## src/hdl/assert_macros.svh

```systemverilog
// ----------------------------------------------------------------------------
// assert_macros.svh
// Concurrent assertion helpers shared by the RTL
// ----------------------------------------------------------------------------
`ifndef ASSERT_MACROS_SVH
`define ASSERT_MACROS_SVH

// same-cycle implication, checked outside reset
`define ASSERT_IMPLIES(label, clk, rst, ante, cons, msg) \
   label: assert property (@(posedge clk) disable iff (rst) (ante) |-> (cons)) \
      else $error(msg);

// next-cycle implication, checked outside reset
`define ASSERT_IMPLIES_NEXT(label, clk, rst, ante, cons, msg) \
   label: assert property (@(posedge clk) disable iff (rst) (ante) |=> (cons)) \
      else $error(msg);

`endif

```

## src/hdl/bochs_pkg.sv

```systemverilog
// ----------------------------------------------------------------------------
// bochs_pkg
// Shared types and constants for the byte offset to CHS converter
// ----------------------------------------------------------------------------
package bochs_pkg;

   localparam int SPT_W        = 6;   // sectors per track
   localparam int SPC_W        = 7;   // sectors per cylinder, up to two heads
   localparam int SHIFT_BASE   = 7;   // 128 byte minimum sector
   localparam int SHIFT_MAX    = 10;  // 1024 byte maximum sector
   localparam int CYL_W        = 8;
   localparam int LEN_OUT_W    = 16;
   localparam int CSR_IDX_W    = 2;
   localparam int CSR_DATA_W   = 6;

   localparam logic [CYL_W-1:0] CYL_SAT = {CYL_W{1'b1}};

   localparam logic [1:0]       RST_SIZE_CODE = 2'd2;
   localparam logic [SPT_W-1:0] RST_SPT       = 6'd18;
   localparam logic [1:0]       RST_HEADS     = 2'd2;
   localparam logic [1:0]       RST_STEPS     = 2'd1;

   typedef enum logic [CSR_IDX_W-1:0] {
      CSR_SECTOR_SIZE = 2'd0,
      CSR_SPT         = 2'd1,
      CSR_HEADS       = 2'd2,
      CSR_STEPS       = 2'd3
   } csr_index_type;

   // configuration after the zero and three special cases are folded in
   typedef struct packed {
      logic [1:0]       size_code;
      logic [SPT_W-1:0] spt;
      logic             two_heads;
      logic [1:0]       steps;
   } cfg_type;

   typedef struct packed {
      logic [CYL_W-1:0]     cylinder;
      logic                 head;
      logic [SPT_W-1:0]     sector;
      logic [CYL_W-1:0]     seek_track;
      logic [LEN_OUT_W-1:0] clipped_length;
      logic                 was_clipped;
      logic                 range_error;
   } rsp_word_type;

endpackage

```

## src/hdl/bochs_if.sv

```systemverilog
// ----------------------------------------------------------------------------
// bochs_if
// Request and response channels with valid/ready handshake
// ----------------------------------------------------------------------------
interface bochs_req_if #(
   parameter int OFFSET_BITS = 24,
   parameter int LENGTH_BITS = 16
);
   logic                   valid;
   logic                   ready;
   logic [OFFSET_BITS-1:0] byte_offset;
   logic [LENGTH_BITS-1:0] transfer_length;

   modport source (output valid, output byte_offset, output transfer_length, input ready);
   modport sink   (input valid, input byte_offset, input transfer_length, output ready);
endinterface

interface bochs_rsp_if;
   logic        valid;
   logic        ready;
   logic [7:0]  cylinder;
   logic        head;
   logic [5:0]  sector;
   logic [7:0]  seek_track;
   logic [15:0] clipped_length;
   logic        was_clipped;
   logic        range_error;

   modport source (output valid, output cylinder, output head, output sector,
                   output seek_track, output clipped_length, output was_clipped,
                   output range_error, input ready);
   modport sink   (input valid, input cylinder, input head, input sector,
                   input seek_track, input clipped_length, input was_clipped,
                   input range_error, output ready);
endinterface

```

## src/hdl/bochs_div_step.sv

```systemverilog
// ----------------------------------------------------------------------------
// bochs_div_step
// One registered restoring division step: one quotient bit per stage
// ----------------------------------------------------------------------------
module bochs_div_step
   import bochs_pkg::*;
#(
   parameter int QW      = 17,
   parameter int CARRY_W = 40
) (
   input  logic               clock,
   input  logic               reset,
   input  cfg_type            cfg,
   input  logic               in_valid,
   output logic               in_ready,
   input  logic [QW-1:0]      in_dvd,
   input  logic [SPT_W-1:0]   in_rem,
   input  logic [CARRY_W-1:0] in_carry,
   output logic               out_valid,
   input  logic               out_ready,
   output logic [QW-1:0]      out_dvd,
   output logic [SPT_W-1:0]   out_rem,
   output logic [CARRY_W-1:0] out_carry
);

   logic               valid_ff, valid_in;
   logic [QW-1:0]      dvd_ff, dvd_in;
   logic [SPT_W-1:0]   rem_ff, rem_in;
   logic [CARRY_W-1:0] carry_ff;
   logic [SPT_W:0]     trial;
   logic               fits;

   assign in_ready = !valid_ff || out_ready;

   // shift next dividend bit into the partial remainder, quotient bit fills in from the right
   always_comb begin
      trial    = {in_rem, in_dvd[QW-1]};
      fits     = trial >= {1'b0, cfg.spt};
      rem_in   = fits ? SPT_W'(trial - {1'b0, cfg.spt}) : trial[SPT_W-1:0];
      dvd_in   = {in_dvd[QW-2:0], fits};
      valid_in = in_ready ? in_valid : valid_ff;
   end

   always_ff @(posedge clock) begin
      if (reset) begin
         valid_ff <= 1'b0;
      end else begin
         valid_ff <= valid_in;
      end
   end

   always_ff @(posedge clock) begin
      if (in_ready && in_valid) begin
         dvd_ff   <= dvd_in;
         rem_ff   <= rem_in;
         carry_ff <= in_carry;
      end
   end

   assign out_valid = valid_ff;
   assign out_dvd   = dvd_ff;
   assign out_rem   = rem_ff;
   assign out_carry = carry_ff;

endmodule

```

## src/hdl/bochs_post.sv

```systemverilog
// ----------------------------------------------------------------------------
// bochs_post
// Splits the track quotient into cylinder and head, then forms the
// cylinder end, the clipped length and the saturated outputs
// ----------------------------------------------------------------------------
module bochs_post
   import bochs_pkg::*;
#(
   parameter int OFFSET_BITS = 24,
   parameter int LENGTH_BITS = 16
) (
   input  logic                      clock,
   input  logic                      reset,
   input  cfg_type                   cfg,
   input  logic                      in_valid,
   output logic                      in_ready,
   input  logic [OFFSET_BITS-8:0]    in_quo,
   input  logic [SPT_W-1:0]          in_rem,
   input  logic [OFFSET_BITS-1:0]    in_offset,
   input  logic [LENGTH_BITS-1:0]    in_length,
   output logic                      out_valid,
   input  logic                      out_ready,
   output rsp_word_type              out_word
);

   localparam int QW   = OFFSET_BITS - SHIFT_BASE;
   localparam int PW   = QW + 1 + SPC_W;
   localparam int TW   = QW + 2;
   localparam int EW   = PW + SHIFT_MAX;

   // stage a: cylinder split and both products
   logic                   a_valid_ff, a_valid_in;
   logic [QW-1:0]          a_cyl_ff, a_cyl_in;
   logic                   a_head_ff, a_head_in;
   logic [SPT_W-1:0]       a_sec_ff, a_sec_in;
   logic [TW-1:0]          a_track_ff, a_track_in;
   logic [PW-1:0]          a_prod_ff, a_prod_in;
   logic [OFFSET_BITS-1:0] a_off_ff;
   logic [LENGTH_BITS-1:0] a_len_ff;
   logic [SPC_W-1:0]       spc;
   logic                   a_ready;

   // stage b: output register
   logic                   b_valid_ff, b_valid_in;
   rsp_word_type           b_word_ff, b_word_in;
   logic                   b_ready;
   logic [EW-1:0]          cyl_end, end_pos, clipped;
   logic                   clip, cyl_big, track_big;

   assign b_ready  = !b_valid_ff || out_ready;
   assign a_ready  = !a_valid_ff || b_ready;
   assign in_ready = a_ready;

   always_comb begin
      spc        = cfg.two_heads ? {cfg.spt, 1'b0} : {1'b0, cfg.spt};
      a_cyl_in   = cfg.two_heads ? (in_quo >> 1) : in_quo;
      a_head_in  = cfg.two_heads & in_quo[0];
      a_sec_in   = in_rem + SPT_W'(1);
      a_track_in = TW'(a_cyl_in) * TW'(cfg.steps);
      a_prod_in  = PW'(PW'(a_cyl_in) + PW'(1)) * PW'(spc);
      a_valid_in = a_ready ? in_valid : a_valid_ff;
   end

   always_comb begin
      cyl_end   = EW'(a_prod_ff) << (SHIFT_BASE + int'(cfg.size_code));
      end_pos   = EW'(a_off_ff) + EW'(a_len_ff);
      clip      = end_pos > cyl_end;
      clipped   = clip ? (cyl_end - EW'(a_off_ff)) : EW'(a_len_ff);
      cyl_big   = |a_cyl_ff[QW-1:CYL_W];
      track_big = |a_track_ff[TW-1:CYL_W];

      b_word_in.cylinder       = cyl_big ? CYL_SAT : a_cyl_ff[CYL_W-1:0];
      b_word_in.head           = a_head_ff;
      b_word_in.sector         = a_sec_ff;
      b_word_in.seek_track     = track_big ? CYL_SAT : a_track_ff[CYL_W-1:0];
      b_word_in.clipped_length = clipped[LEN_OUT_W-1:0];
      b_word_in.was_clipped    = clip;
      b_word_in.range_error    = cyl_big || track_big;
      b_valid_in               = b_ready ? a_valid_ff : b_valid_ff;
   end

   always_ff @(posedge clock) begin
      if (reset) begin
         a_valid_ff <= 1'b0;
         b_valid_ff <= 1'b0;
      end else begin
         a_valid_ff <= a_valid_in;
         b_valid_ff <= b_valid_in;
      end
   end

   always_ff @(posedge clock) begin
      if (a_ready && in_valid) begin
         a_cyl_ff   <= a_cyl_in;
         a_head_ff  <= a_head_in;
         a_sec_ff   <= a_sec_in;
         a_track_ff <= a_track_in;
         a_prod_ff  <= a_prod_in;
         a_off_ff   <= in_offset;
         a_len_ff   <= in_length;
      end
      if (b_ready && a_valid_ff) begin
         b_word_ff <= b_word_in;
      end
   end

   assign out_valid = b_valid_ff;
   assign out_word  = b_word_ff;

endmodule

```

## src/hdl/byte_offset_to_chs_with_clip.sv

```systemverilog
// ----------------------------------------------------------------------------
// byte_offset_to_chs_with_clip
// Converts a byte offset and length to cylinder, head, sector and seek
// track, and clips the length at the end of the target cylinder
// ----------------------------------------------------------------------------
//  channel   dir  handshake          word
//  req_chan  in   valid / ready      byte_offset, transfer_length
//  rsp_chan  out  valid / ready      cylinder, head, sector, seek_track,
//                                    clipped_length, was_clipped, range_error
//  csr_*     in   csr_write_en       csr_index, csr_wdata
//
//  one word per cycle sustained while the response side takes words; the pipe is:
//  an entry register, one divider stage per sector-number bit, two output stages
//  every stage holds its word on a stall and takes a new one once it drains
//  synchronous active-high reset empties the pipe and loads the default geometry
// ----------------------------------------------------------------------------
`include "assert_macros.svh"

module byte_offset_to_chs_with_clip
   import bochs_pkg::*;
#(
   parameter int OFFSET_BITS = 24,
   parameter int LENGTH_BITS = 16
) (
   input  logic                  clock,
   input  logic                  reset,
   bochs_req_if.sink             req_chan,
   bochs_rsp_if.source           rsp_chan,
   input  logic                  csr_write_en,
   input  logic [CSR_IDX_W-1:0]  csr_index,
   input  logic [CSR_DATA_W-1:0] csr_wdata
);

   localparam int QW      = OFFSET_BITS - SHIFT_BASE;
   localparam int CARRY_W = OFFSET_BITS + LENGTH_BITS;

   // configuration registers
   logic [1:0]       size_code_ff;
   logic [SPT_W-1:0] spt_ff;
   logic [1:0]       heads_ff;
   logic [1:0]       steps_ff;
   cfg_type          cfg;

   always_ff @(posedge clock) begin
      if (reset) begin
         size_code_ff <= RST_SIZE_CODE;
         spt_ff       <= RST_SPT;
         heads_ff     <= RST_HEADS;
         steps_ff     <= RST_STEPS;
      end else if (csr_write_en) begin
         unique case (csr_index)
            CSR_SECTOR_SIZE: size_code_ff <= csr_wdata[1:0];
            CSR_SPT:         spt_ff       <= csr_wdata[SPT_W-1:0];
            CSR_HEADS:       heads_ff     <= csr_wdata[1:0];
            CSR_STEPS:       steps_ff     <= csr_wdata[1:0];
            default: begin
            end
         endcase
      end
   end

   // zero counts act as one, three heads act as two
   always_comb begin
      cfg.size_code = size_code_ff;
      cfg.spt       = (spt_ff == '0) ? SPT_W'(1) : spt_ff;
      cfg.two_heads = heads_ff[1];
      cfg.steps     = (steps_ff == '0) ? 2'd1 : steps_ff;
   end

   // entry stage: logical sector from the offset
   logic                   e_valid_ff, e_valid_in, e_ready;
   logic [QW-1:0]          e_lsec_ff;
   logic [CARRY_W-1:0]     e_carry_ff;

   // divider chain wiring, index k is the input of step k
   logic                   d_valid [QW+1];
   logic                   d_ready [QW+1];
   logic [QW-1:0]          d_dvd   [QW+1];
   logic [SPT_W-1:0]       d_rem   [QW+1];
   logic [CARRY_W-1:0]     d_carry [QW+1];

   assign e_ready       = !e_valid_ff || d_ready[0];
   assign req_chan.ready = e_ready;
   assign e_valid_in    = e_ready ? req_chan.valid : e_valid_ff;

   always_ff @(posedge clock) begin
      if (reset) begin
         e_valid_ff <= 1'b0;
      end else begin
         e_valid_ff <= e_valid_in;
      end
   end

   always_ff @(posedge clock) begin
      if (e_ready && req_chan.valid) begin
         e_lsec_ff  <= QW'(req_chan.byte_offset >> (SHIFT_BASE + int'(cfg.size_code)));
         e_carry_ff <= {req_chan.byte_offset, req_chan.transfer_length};
      end
   end

   assign d_valid[0] = e_valid_ff;
   assign d_dvd[0]   = e_lsec_ff;
   assign d_rem[0]   = '0;
   assign d_carry[0] = e_carry_ff;

   for (genvar k = 0; k < QW; k++) begin : g_div
      bochs_div_step #(
         .QW      (QW),
         .CARRY_W (CARRY_W)
      ) u_step (
         .clock     (clock),
         .reset     (reset),
         .cfg       (cfg),
         .in_valid  (d_valid[k]),
         .in_ready  (d_ready[k]),
         .in_dvd    (d_dvd[k]),
         .in_rem    (d_rem[k]),
         .in_carry  (d_carry[k]),
         .out_valid (d_valid[k+1]),
         .out_ready (d_ready[k+1]),
         .out_dvd   (d_dvd[k+1]),
         .out_rem   (d_rem[k+1]),
         .out_carry (d_carry[k+1])
      );
   end

   rsp_word_type rsp_word;

   bochs_post #(
      .OFFSET_BITS (OFFSET_BITS),
      .LENGTH_BITS (LENGTH_BITS)
   ) u_post (
      .clock     (clock),
      .reset     (reset),
      .cfg       (cfg),
      .in_valid  (d_valid[QW]),
      .in_ready  (d_ready[QW]),
      .in_quo    (d_dvd[QW]),
      .in_rem    (d_rem[QW]),
      .in_offset (d_carry[QW][CARRY_W-1:LENGTH_BITS]),
      .in_length (d_carry[QW][LENGTH_BITS-1:0]),
      .out_valid (rsp_chan.valid),
      .out_ready (rsp_chan.ready),
      .out_word  (rsp_word)
   );

   assign rsp_chan.cylinder       = rsp_word.cylinder;
   assign rsp_chan.head           = rsp_word.head;
   assign rsp_chan.sector         = rsp_word.sector;
   assign rsp_chan.seek_track     = rsp_word.seek_track;
   assign rsp_chan.clipped_length = rsp_word.clipped_length;
   assign rsp_chan.was_clipped    = rsp_word.was_clipped;
   assign rsp_chan.range_error    = rsp_word.range_error;

   `ASSERT_IMPLIES(a_sector_in_track, clock, reset, rsp_chan.valid,
      (rsp_chan.sector != '0) && (rsp_chan.sector <= cfg.spt),
      "sector outside the configured track")

   `ASSERT_IMPLIES(a_single_head, clock, reset, rsp_chan.valid && !cfg.two_heads,
      rsp_chan.head == 1'b0, "head one reported on a single-sided geometry")

   `ASSERT_IMPLIES(a_seek_one_step, clock, reset,
      rsp_chan.valid && (cfg.steps == 2'd1) && !rsp_chan.range_error,
      rsp_chan.seek_track == rsp_chan.cylinder, "seek track differs from cylinder")

   `ASSERT_IMPLIES_NEXT(a_entry_loaded, clock, reset, req_chan.valid && req_chan.ready,
      e_valid_ff, "accepted word missing from entry stage")

endmodule

```

## src/flat_wrapper.sv

```systemverilog
// flat-port wrapper written by rule: the top's interface ports become plain ports
module byte_offset_to_chs_with_clip_flat import bochs_pkg::*;
#(
   parameter int OFFSET_BITS = 24,
   parameter int LENGTH_BITS = 16
)
  (clock, reset, csr_write_en, csr_index, csr_wdata, req_chan_valid, req_chan_byte_offset, req_chan_transfer_length, req_chan_ready, rsp_chan_valid, rsp_chan_cylinder, rsp_chan_head, rsp_chan_sector, rsp_chan_seek_track, rsp_chan_clipped_length, rsp_chan_was_clipped, rsp_chan_range_error, rsp_chan_ready);
  bochs_req_if #(.OFFSET_BITS(OFFSET_BITS), .LENGTH_BITS(LENGTH_BITS)) req_chan_i ();
  bochs_rsp_if rsp_chan_i ();
  input  logic clock;
  input  logic reset;
  input  logic csr_write_en;
  input  logic [CSR_IDX_W-1:0] csr_index;
  input  logic [CSR_DATA_W-1:0] csr_wdata;
  input wire logic [$bits(req_chan_i.valid)-1:0] req_chan_valid;
  input wire logic [$bits(req_chan_i.byte_offset)-1:0] req_chan_byte_offset;
  input wire logic [$bits(req_chan_i.transfer_length)-1:0] req_chan_transfer_length;
  output wire logic [$bits(req_chan_i.ready)-1:0] req_chan_ready;
  output wire logic [$bits(rsp_chan_i.valid)-1:0] rsp_chan_valid;
  output wire logic [$bits(rsp_chan_i.cylinder)-1:0] rsp_chan_cylinder;
  output wire logic [$bits(rsp_chan_i.head)-1:0] rsp_chan_head;
  output wire logic [$bits(rsp_chan_i.sector)-1:0] rsp_chan_sector;
  output wire logic [$bits(rsp_chan_i.seek_track)-1:0] rsp_chan_seek_track;
  output wire logic [$bits(rsp_chan_i.clipped_length)-1:0] rsp_chan_clipped_length;
  output wire logic [$bits(rsp_chan_i.was_clipped)-1:0] rsp_chan_was_clipped;
  output wire logic [$bits(rsp_chan_i.range_error)-1:0] rsp_chan_range_error;
  input wire logic [$bits(rsp_chan_i.ready)-1:0] rsp_chan_ready;
  assign req_chan_i.valid = req_chan_valid;
  assign req_chan_i.byte_offset = req_chan_byte_offset;
  assign req_chan_i.transfer_length = req_chan_transfer_length;
  assign req_chan_ready = req_chan_i.ready;
  assign rsp_chan_valid = rsp_chan_i.valid;
  assign rsp_chan_cylinder = rsp_chan_i.cylinder;
  assign rsp_chan_head = rsp_chan_i.head;
  assign rsp_chan_sector = rsp_chan_i.sector;
  assign rsp_chan_seek_track = rsp_chan_i.seek_track;
  assign rsp_chan_clipped_length = rsp_chan_i.clipped_length;
  assign rsp_chan_was_clipped = rsp_chan_i.was_clipped;
  assign rsp_chan_range_error = rsp_chan_i.range_error;
  assign rsp_chan_i.ready = rsp_chan_ready;
  byte_offset_to_chs_with_clip #(.OFFSET_BITS(OFFSET_BITS), .LENGTH_BITS(LENGTH_BITS)) u_core (.clock(clock), .reset(reset), .req_chan(req_chan_i), .rsp_chan(rsp_chan_i), .csr_write_en(csr_write_en), .csr_index(csr_index), .csr_wdata(csr_wdata));
endmodule
```

## config.mk

```make
export PLATFORM = sky130hd
export DESIGN_NAME = byte_offset_to_chs_with_clip_flat
export DESIGN_NICKNAME = d
export VERILOG_FILES = /design/src/hdl/bochs_pkg.sv /design/src/hdl/bochs_if.sv /design/src/hdl/bochs_div_step.sv /design/src/hdl/bochs_post.sv /design/src/hdl/byte_offset_to_chs_with_clip.sv /design/src/flat_wrapper.sv
export VERILOG_INCLUDE_DIRS = /design/src /design/src/hdl
export SDC_FILE = /design/constraint.sdc
export NUM_CORES = 1
export LEC_CHECK = 0
export ABC_AREA = 1
export BUFFER_PORTS_ARGS = -buffer_cell sky130_fd_sc_hd__buf_2
export CAP_MARGIN = 15
export CELL_PAD_IN_SITES_DETAIL_PLACEMENT = 0
export CELL_PAD_IN_SITES_GLOBAL_PLACEMENT = 1
export CORE_ASPECT_RATIO = 0.9
export CORE_MARGIN = 1
export CORE_UTILIZATION = 47
export CTS_CLUSTER_DIAMETER = 60
export DETAILED_ROUTE_END_ITERATION = 8
export PLACE_DENSITY_LB_ADDON = 0.1
export SYNTH_ARGS = -nofsm -noshare
export SYNTH_HDL_FRONTEND = slang
export SYNTH_HIERARCHICAL = 1
export SYNTH_SLANG_ARGS = --single-unit
```

## constraint.sdc

```tcl
create_clock -name clock -period 6.3 [get_ports clock]
set_clock_uncertainty 0.15 [all_clocks]
set_input_delay 0.945 -clock clock [delete_from_list [all_inputs] [get_ports clock]]
set_output_delay 0.945 -clock clock [all_outputs]
set_load 0.02 [all_outputs]
```

==> metrics.md, run 1 <==
| Metric | Value |
|---|---|
| Async SR Flop Fraction | `0` |
| Placed cell area | `59,500 um^2` |
| Required @ worst endpoint | `6.64 ns` |
| DPL Wire Length | `~68,000 um` |
| Total power | `between 15,000 and 20,000 uW` |
| TritonCTS Buffers | `approximately 140` |
| DRT iter0 DRCs | `between 1,500 and 2,000` |
| Clk sink count | `around 1,300` |
| Post-Syn Area | `around 56,000 um^2` |
| Drt wl/cell | `15.4 um` |
| CP startpoint kind | `flip-flop` |
| Setup CP Type | `flip-flop to flip-flop` |
| Via count | `29,624` |
| Pleak | `0.0250 uW` |
| Sequential share of power | `0.503` |
| Clock-pin slew on the worst setup and hold paths | `around 0.060 ns` |
| Layout Nets | `4,955` |
| Cell Rows | `120` |
| Antenna violations before repair | `1` |
| Pins Over Slew Limit | `0` |
| Arr. time, crit path | `6.18 ns` |
| WL final | `approximately 97,000 um` |
| Final hold viol count | `0` |
| Minimum clock period | `5.84 ns` |
| NetSw | `around 4400 uW` |
| Footprint of the multi-input gates | `between 15,000 and 20,000 um^2` |
| Mapped Avg Cell Area | `13.2 um^2` |
| Total Neg Setup Slack | `0 ns` |
| Post-Syn Instances | `4,288` |
| Comb power frac | `0.090` |
| Met3 usage | `0.0321` |
| M1 GR Usage | `0.231` |
| CP Capture Type | `flip-flop` |
| IR Drop Worst-Case VDD | `0.000222 V` |
| Io pins | `96` |
| Pre-antenna DRT Iters | `7` |
| Final period util | `0.926` |
| Clk Latency, worst-skew pair | `0.76 ns` |
| Yosys warning count | `6` |
| H-Tree Level Count | `4` |
| CTS tree | `yes` |
| Antenna viol nets, final | `0` |
| # diodes | `0` |
| Residual DRC | `0` |
| Worst min-delay path class | `input pin to flip-flop` |
| Post-CTS Hold Fix Bufs | `0` |
| Final core utilization | `0.538` |
| Synth cell types | `52` |
| Maxcap violations | `0` |
| Final instance area | `64,100 um^2` |
| IO buf count | `between 90 and 100` |
| GPL Wtd Cong | `0.865` |
| Internal power | `14,800 uW` |
| Fillers | `9,976` |
| Register area | `39,000 um^2` |
| Register area share after synthesis | `0.690` |
| Area grow syn2layout | `13.5%` |
| Worst-Margin Slew | `0.935 ns` |
| Most frequent cells in the layout | `edfxtp_1, nand2_1, inv_1` |
| First-pass GRT wire length | `156,000 um` |
| CTS root buffer | `clkbuf_16` |
| Status | `completed` |
| Max clock buf depth | `3` |
| Die Area | `121,000 um^2` |
| Final setup vio count | `0` |
| P per Cell Area | `300 nW/um^2` |
| Post-DR vias/cell | `4.73` |
| Crit path max fanout | `5` |
| Global route overflow | `0` |
| Chip height | `331 um` |
| Number of flops mapped to enable cells by yosys | `roughly 1,300` |
| Fraction of layout cells with a size suffix above 1 | `0.122` |
| Core area | `119,000 um^2` |
| Commonest non-fill, non-tap cell in the layout | `edfxtp_1` |
| Gr usage total | `0.163` |
| Ys flop type | `edfxtp_1` |
| Initial Util | `0.474` |
| F_max | `0.171 GHz` |
| Sw Share | `0.231` |
| Number of global-route vias before repair | `between 20,000 and 30,000` |
| Slew HR | `0.376` |
| Largest net degree at the start of global routing | `69` |
| Global route hottest layer | `met2` |
| Yosys reg bits | `1,308` |
| GRT met2 Usage | `0.255` |
| Die Wd | `around 370 um` |
| Clock power share | `0.407` |
synthesized netlist by cell type, drive strengths merged, types with 7 or more instances:
cell type | count | share of area
nand2 | 866 | 0.059
and2 | 19 | 0.0029
clkbuf | 22 | 0.0015
ha | 236 | 0.052
a31oi | 12 | 0.0013
mux2i | 7 | 0.0012
nor3 | 16 | 0.0015
xor2 | 77 | 0.012
buf | 19 | 0.0022
fa | 98 | 0.035
o21ai | 135 | 0.012
o21bai | 9 | 0.0012
nand3 | 217 | 0.025
inv | 595 | 0.040
xnor2 | 55 | 0.0085
dfxtp | 31 | 0.011
a21o | 7 | 0.00093
nor2 | 304 | 0.022
or2 | 42 | 0.0047
a21oi | 146 | 0.014
nand3b | 21 | 0.0028
nor4 | 8 | 0.00089
edfxtp | 1277 | 0.68
nand4 | 38 | 0.0043
o211ai | 8 | 0.0011
per-stage QoR:
stage	setup slack (ns)	instances	hold slack (ns)
CTS	0.208	6264	0.130
floorplan	0.0578	4304	0.250
global placement	0.292	6015	0.251
detailed placement	0.264	6015	0.255
global route	-0.0135	6265	0.141
finish	0.464	6265	0.204
repair_timing:
action / 4_1_cts / 5_1_grt
setup endpoints to repair: 0 / 14
setup buffers: 0 / 1
resized for setup: 0 / 15
final cells by class:
type,count,share of cell area
Clock buffer,171,0.0558
Clock inverter,78,0.0145
Inverter,600,0.0352
Multi-Input combinational cell,2355,0.239
Sequential cell,1308,0.608
Tap cell,1586,0.0310
Timing Repair Buffer,167,0.0164
logic make-up after synthesis:
group / synth area share
buffers and inverters: 0.0435
flip-flops: 0.690
adder cells (fa/ha/maj): 0.0871
AO/OA/AOI/OAI: 0.0327
XOR/XNOR: 0.0209
multiplexers: 0.00124
other: 0.000200
AND/OR/NAND/NOR: 0.124
state kept, by name (all words and copies together), names as in the netlist:
register / flops
u_core/e_carry_ff: 40
u_core/e_lsec_ff: 17
u_core/e_valid_ff: 1
u_core/g_div.u_step/out_carry: 680
u_core/g_div.u_step/out_dvd: 289
u_core/g_div.u_step/out_rem: 102
u_core/g_div.u_step/out_valid: 17
u_core/heads_ff: 1
u_core/size_code_ff: 2
u_core/spt_ff: 6
u_core/steps_ff: 2
u_core/u_post/a_cyl_ff: 17
u_core/u_post/a_head_ff: 1
u_core/u_post/a_len_ff: 16
u_core/u_post/a_off_ff: 24
u_core/u_post/a_prod_ff: 25
u_core/u_post/a_sec_ff: 6
u_core/u_post/a_track_ff: 19
u_core/u_post/a_valid_ff: 1
u_core/u_post/out_valid: 1
u_core/u_post/out_word: 41
final timing paths:
check | from | to | slack [ns] | cells past startpoint
setup reg to reg | u_core/g_div[16].u_step/out_dvd[1] | u_core/u_post/a_prod_ff[24] | 0.46 | 27
setup / recovery | u_core/g_div[16].u_step/out_dvd[1] | u_core/u_post/a_prod_ff[24] | 0.46 | 27
hold / removal | req_chan_transfer_length[4] | u_core/e_carry_ff[4] | 0.20 | 1
hold reg to reg | u_core/g_div[13].u_step/out_dvd[5] | u_core/g_div[14].u_step/out_dvd[6] | 0.25 | 0
layer usage:
layer / vias to the layer above / part of all wire
met5: - / 0
met4: 0 / 0.020
met3: 126 / 0.038
met2: 411 / 0.45
met1: 13884 / 0.49
li1: 15203 / -
power by group through the flow:
stage               logic, uW  registers, uW  clock network (uW)
detailed placement       1740           9830                   0
CTS                      1750           9640                8100
global placement         1740           9830                   0
floorplan                1260           9820                   0
global route             2000           9650                8430
finish                   1730           9640                7820
critical path, stage by stage, from the launching register on:
cell and delay (ns):
edfxtp_1 0.33, inv_1 0.10, nand2_1 0.08, o21ai_1 0.07, inv_1 0.08, ha_1 0.20
nand3_2 0.17, nor2_2 0.17, nand3_2 0.12, nor2_4 0.14, nand3_2 0.10, xor2_2 0.30
nor2_1 0.10, fa_1 0.53, fa_1 0.45, fa_1 0.55, inv_1 0.05, fa_1 0.53
inv_1 0.04, ha_1 0.33, nand2_1 0.11, nor2_1 0.16, nand4_1 0.11, o21ai_0 0.22
buf_4 0.17, nand3b_1 0.08, nand2_1 0.08, xor2_1 0.06
No activity file was read; power rests on OpenSTA's default activity.
==> inputs of run 2 (changes only) <==
BUFFER_PORTS_ARGS = -buffer_cell sky130_fd_sc_hd__buf_4   (was -buffer_cell sky130_fd_sc_hd__buf_2)
CELL_PAD_IN_SITES_DETAIL_PLACEMENT = 1   (was 0)
CELL_PAD_IN_SITES_GLOBAL_PLACEMENT = 2   (was 1)
CORE_UTILIZATION = 41   (was 47)
==> metrics.md, run 2 (synthesized netlist as in run 1, its figures left out) <==
| Metric | Value |
|---|---|
| Post-DR vias/cell | `4.66 (-1.4%)` |
| H-Tree Level Count | `4 (unchanged)` |
| Worst-Margin Slew | `0.998 ns (+0.0630 ns)` |
| GPL Wtd Cong | `0.814 (-5.9%)` |
| Post-CTS Hold Fix Bufs | `0 (unchanged)` |
| Finished Layout Cells | `6,503 (+3.8%)` |
| Max clock buf depth | `3 (unchanged)` |
| Most frequent cells in the layout | `edfxtp_1, nand2_1, inv_1` |
| CTS root buffer | `clkbuf_16` |
| Largest net degree at the start of global routing | `68 (-1.4%)` |
| Final hold viol count | `0 (unchanged)` |
| Final hold slack | `0.190 ns (-0.0141 ns)` |
| Reg2Reg Depth | `26 (-3.7%)` |
| Layout Nets | `4,957 (+0.040%)` |
| Fraction of layout cells with a size suffix above 1 | `0.130 (+0.00822)` |
| Crit path max fanout | `21 (+16)` |
| WL final | `109,000 um (+13%)` |
| DPL Wire Length | `79,600 um (+18%)` |
| Hold EP | `u_core/e_carry_ff[2]` |
| Gr usage total | `0.161 (-0.00185)` |
| Total power | `19,600 uW (+2.4%)` |
| Final setup vio count | `0 (unchanged)` |
| Global route overflow | `0 (unchanged)` |
| Chip height | `354 um (+7.0%)` |
| Drt wl/cell | `16.8 um (+8.8%)` |
| Clk sink count | `1,308 (unchanged)` |
| Core area | `136,000 um^2 (+14%)` |
| First-pass GRT wire length | `175,000 um (+13%)` |
| Maxcap violations | `0 (unchanged)` |
| Initial Util | `0.415 (-0.0589)` |
| Arr. time, crit path | `6.24 ns (+0.06 ns)` |
| # diodes | `0 (unchanged)` |
| Post-placement cell count | `6,244 (+3.8%)` |
| Io pins | `96 (unchanged)` |
| IO buf count | `95 (unchanged)` |
| Pre-antenna DRT Iters | `5 (-2)` |
| Setup CP Type | `flip-flop to flip-flop` |
| WHS Path Cells | `1 (unchanged)` |
| Slack of the critical path | `0.373 ns (-0.0909 ns)` |
| Cell Rows | `128 (+6.7%)` |
| P per Cell Area | `302 nW/um^2 (+0.94%)` |
| Slew HR | `0.334 (-0.0420)` |
| Number of global-route vias before repair | `31,775 (+7.5%)` |
| Reg-to-Reg Start | `u_core/heads_ff[1]` |
| DRT iter0 DRCs | `1,207 (-24%)` |
| Final period util | `0.941 (+0.0144)` |
| Total Neg Setup Slack | `0 ns (unchanged)` |
| Minimum clock period | `5.93 ns (+0.0909 ns)` |
| IR Drop Worst-Case VDD | `0.000236 V (+6.2%)` |
| Area grow syn2layout | `15.2%` |
| F_max | `0.169 GHz (-1.5%)` |
| Placement Setup Slack | `0.201 ns (-0.0630 ns)` |
| Via count | `30,304 (+2.3%)` |
| Min-delay src | `req_chan_transfer_length[2]` |
| Die Area | `139,000 um^2 (+15%)` |
| Reg2reg end | `u_core/u_post/a_prod_ff[22]` |
| Antenna viol nets, final | `0 (unchanged)` |
| TritonCTS Buffers | `141 (+3.7%)` |
| Die Wd | `393 um (+7.0%)` |
| CP Capture Type | `flip-flop` |
| Register-to-register setup slack | `0.37 ns (-0.09 ns)` |
| Worst min-delay path class | `input pin to flip-flop` |
| Crit. Startpoint | `u_core/heads_ff[1]` |
| Clock-pin slew on the worst setup and hold paths | `0.06 ns (about the same)` |
| Pins Over Slew Limit | `0 (unchanged)` |
| Clk Latency, worst-skew pair | `0.77 ns (about the same)` |
| CP startpoint kind | `flip-flop` |
| Max FFs per register | `680 (unchanged)` |
| CTS tree | `yes` |
| Status | `completed` |
| Antenna violations before repair | `6 (+5)` |
| Pleak | `0.0252 uW (+0.82%)` |
| Residual DRC | `0 (unchanged)` |
| Commonest non-fill, non-tap cell in the layout | `edfxtp_1` |
| Required @ worst endpoint | `6.61 ns (-0.03 ns)` |
[run 2: cell types whose count changed in the layout (fill, tap and decap cells not counted), sizes merged]
cell	delta
clkinv	+8
bufinv	+4
clkbuf	-11
buf	-4
clkinvlp	+7
[run 2: layout make-up]
type / instances / area (um^2)
Timing Repair Buffer: 164 / 1300
Tap cell: 1820 / 2280
Clock inverter: 97 / 1190
Sequential cell: 1308 / 39000
Fill cell: 13814 / 71000
Inverter: 600 / 2250
Multi-Input combinational cell: 2355 / 15400
Clock buffer: 159 / 3620
[run 2: repair_timing]
item                                    4_1_cts  5_1_grt
gates resized for setup                       0       35
buffers inserted                              0        2
endpoints found under the setup margin        0       12
[run 2: power breakdown]
| group | internal, uW | switching [uW] | leakage (uW) | total, uW |
|---|---|---|---|---|
| Combinational | 642 | 1110 | 0.0111 | 1750 |
| Clock | 4770 | 3480 | 0.00229 | 8250 |
| Sequential | 9610 | 30.8 | 0.0118 | 9640 |
| Total | 15000 | 4620 | 0.0252 | 19600 |
[run 2: worst max path at each step]
stage / to / slack, ns / cells after the start
final: u_core/u_post/a_prod_ff[22] / 0.37 / 26
after global routing: req_chan_ready / -0.005 / 38
after CTS: req_chan_ready / 0.02 / 38
after detailed placement: u_core/u_post/a_prod_ff[19] / 0.20 / 23
after global placement: req_chan_ready / 0.25 / 40
after floorplan: u_core/g_div[3].u_step/out_carry[0] / 0.06 / 30
[run 2: layer usage]
metal  share of wire  track usage  vias up  wire length [um]
li1                -            -    15202                 -
met1            0.49        0.229    14648             53800
met2            0.46        0.256      305             49900
met3           0.031       0.0281      149              3410
met4           0.019       0.0427        0              2060
met5               0            0        -                 0
[run 2: through the flow]
step                      instance area, um^2  utilization
after floorplan                         56500            -
after global placement                  60100        0.442
after detailed placement                60100        0.442
after CTS                               64900        0.477
final                                   65000        0.478
after global routing                    65000        0.478
[run 2: critical path, stage by stage, from the launching register on]
cell	delay, ns
dfxtp_2	0.39
buf_12	0.18
nand2_1	0.08
o21ai_2	0.11
ha_2	0.24
nand3_2	0.14
nor2_4	0.16
nand3_2	0.11
nor2_4	0.15
nand2_1	0.10
nand2_1	0.11
nand2_2	0.12
nor2_1	0.16
fa_1	0.45
fa_1	0.47
fa_1	0.54
inv_1	0.05
fa_1	0.53
inv_1	0.04
ha_2	0.36
nand2_1	0.08
nor2_1	0.15
nand2_1	0.07
o211ai_1	0.26
nand2_1	0.15
o21ai_1	0.17
xor2_1	0.08
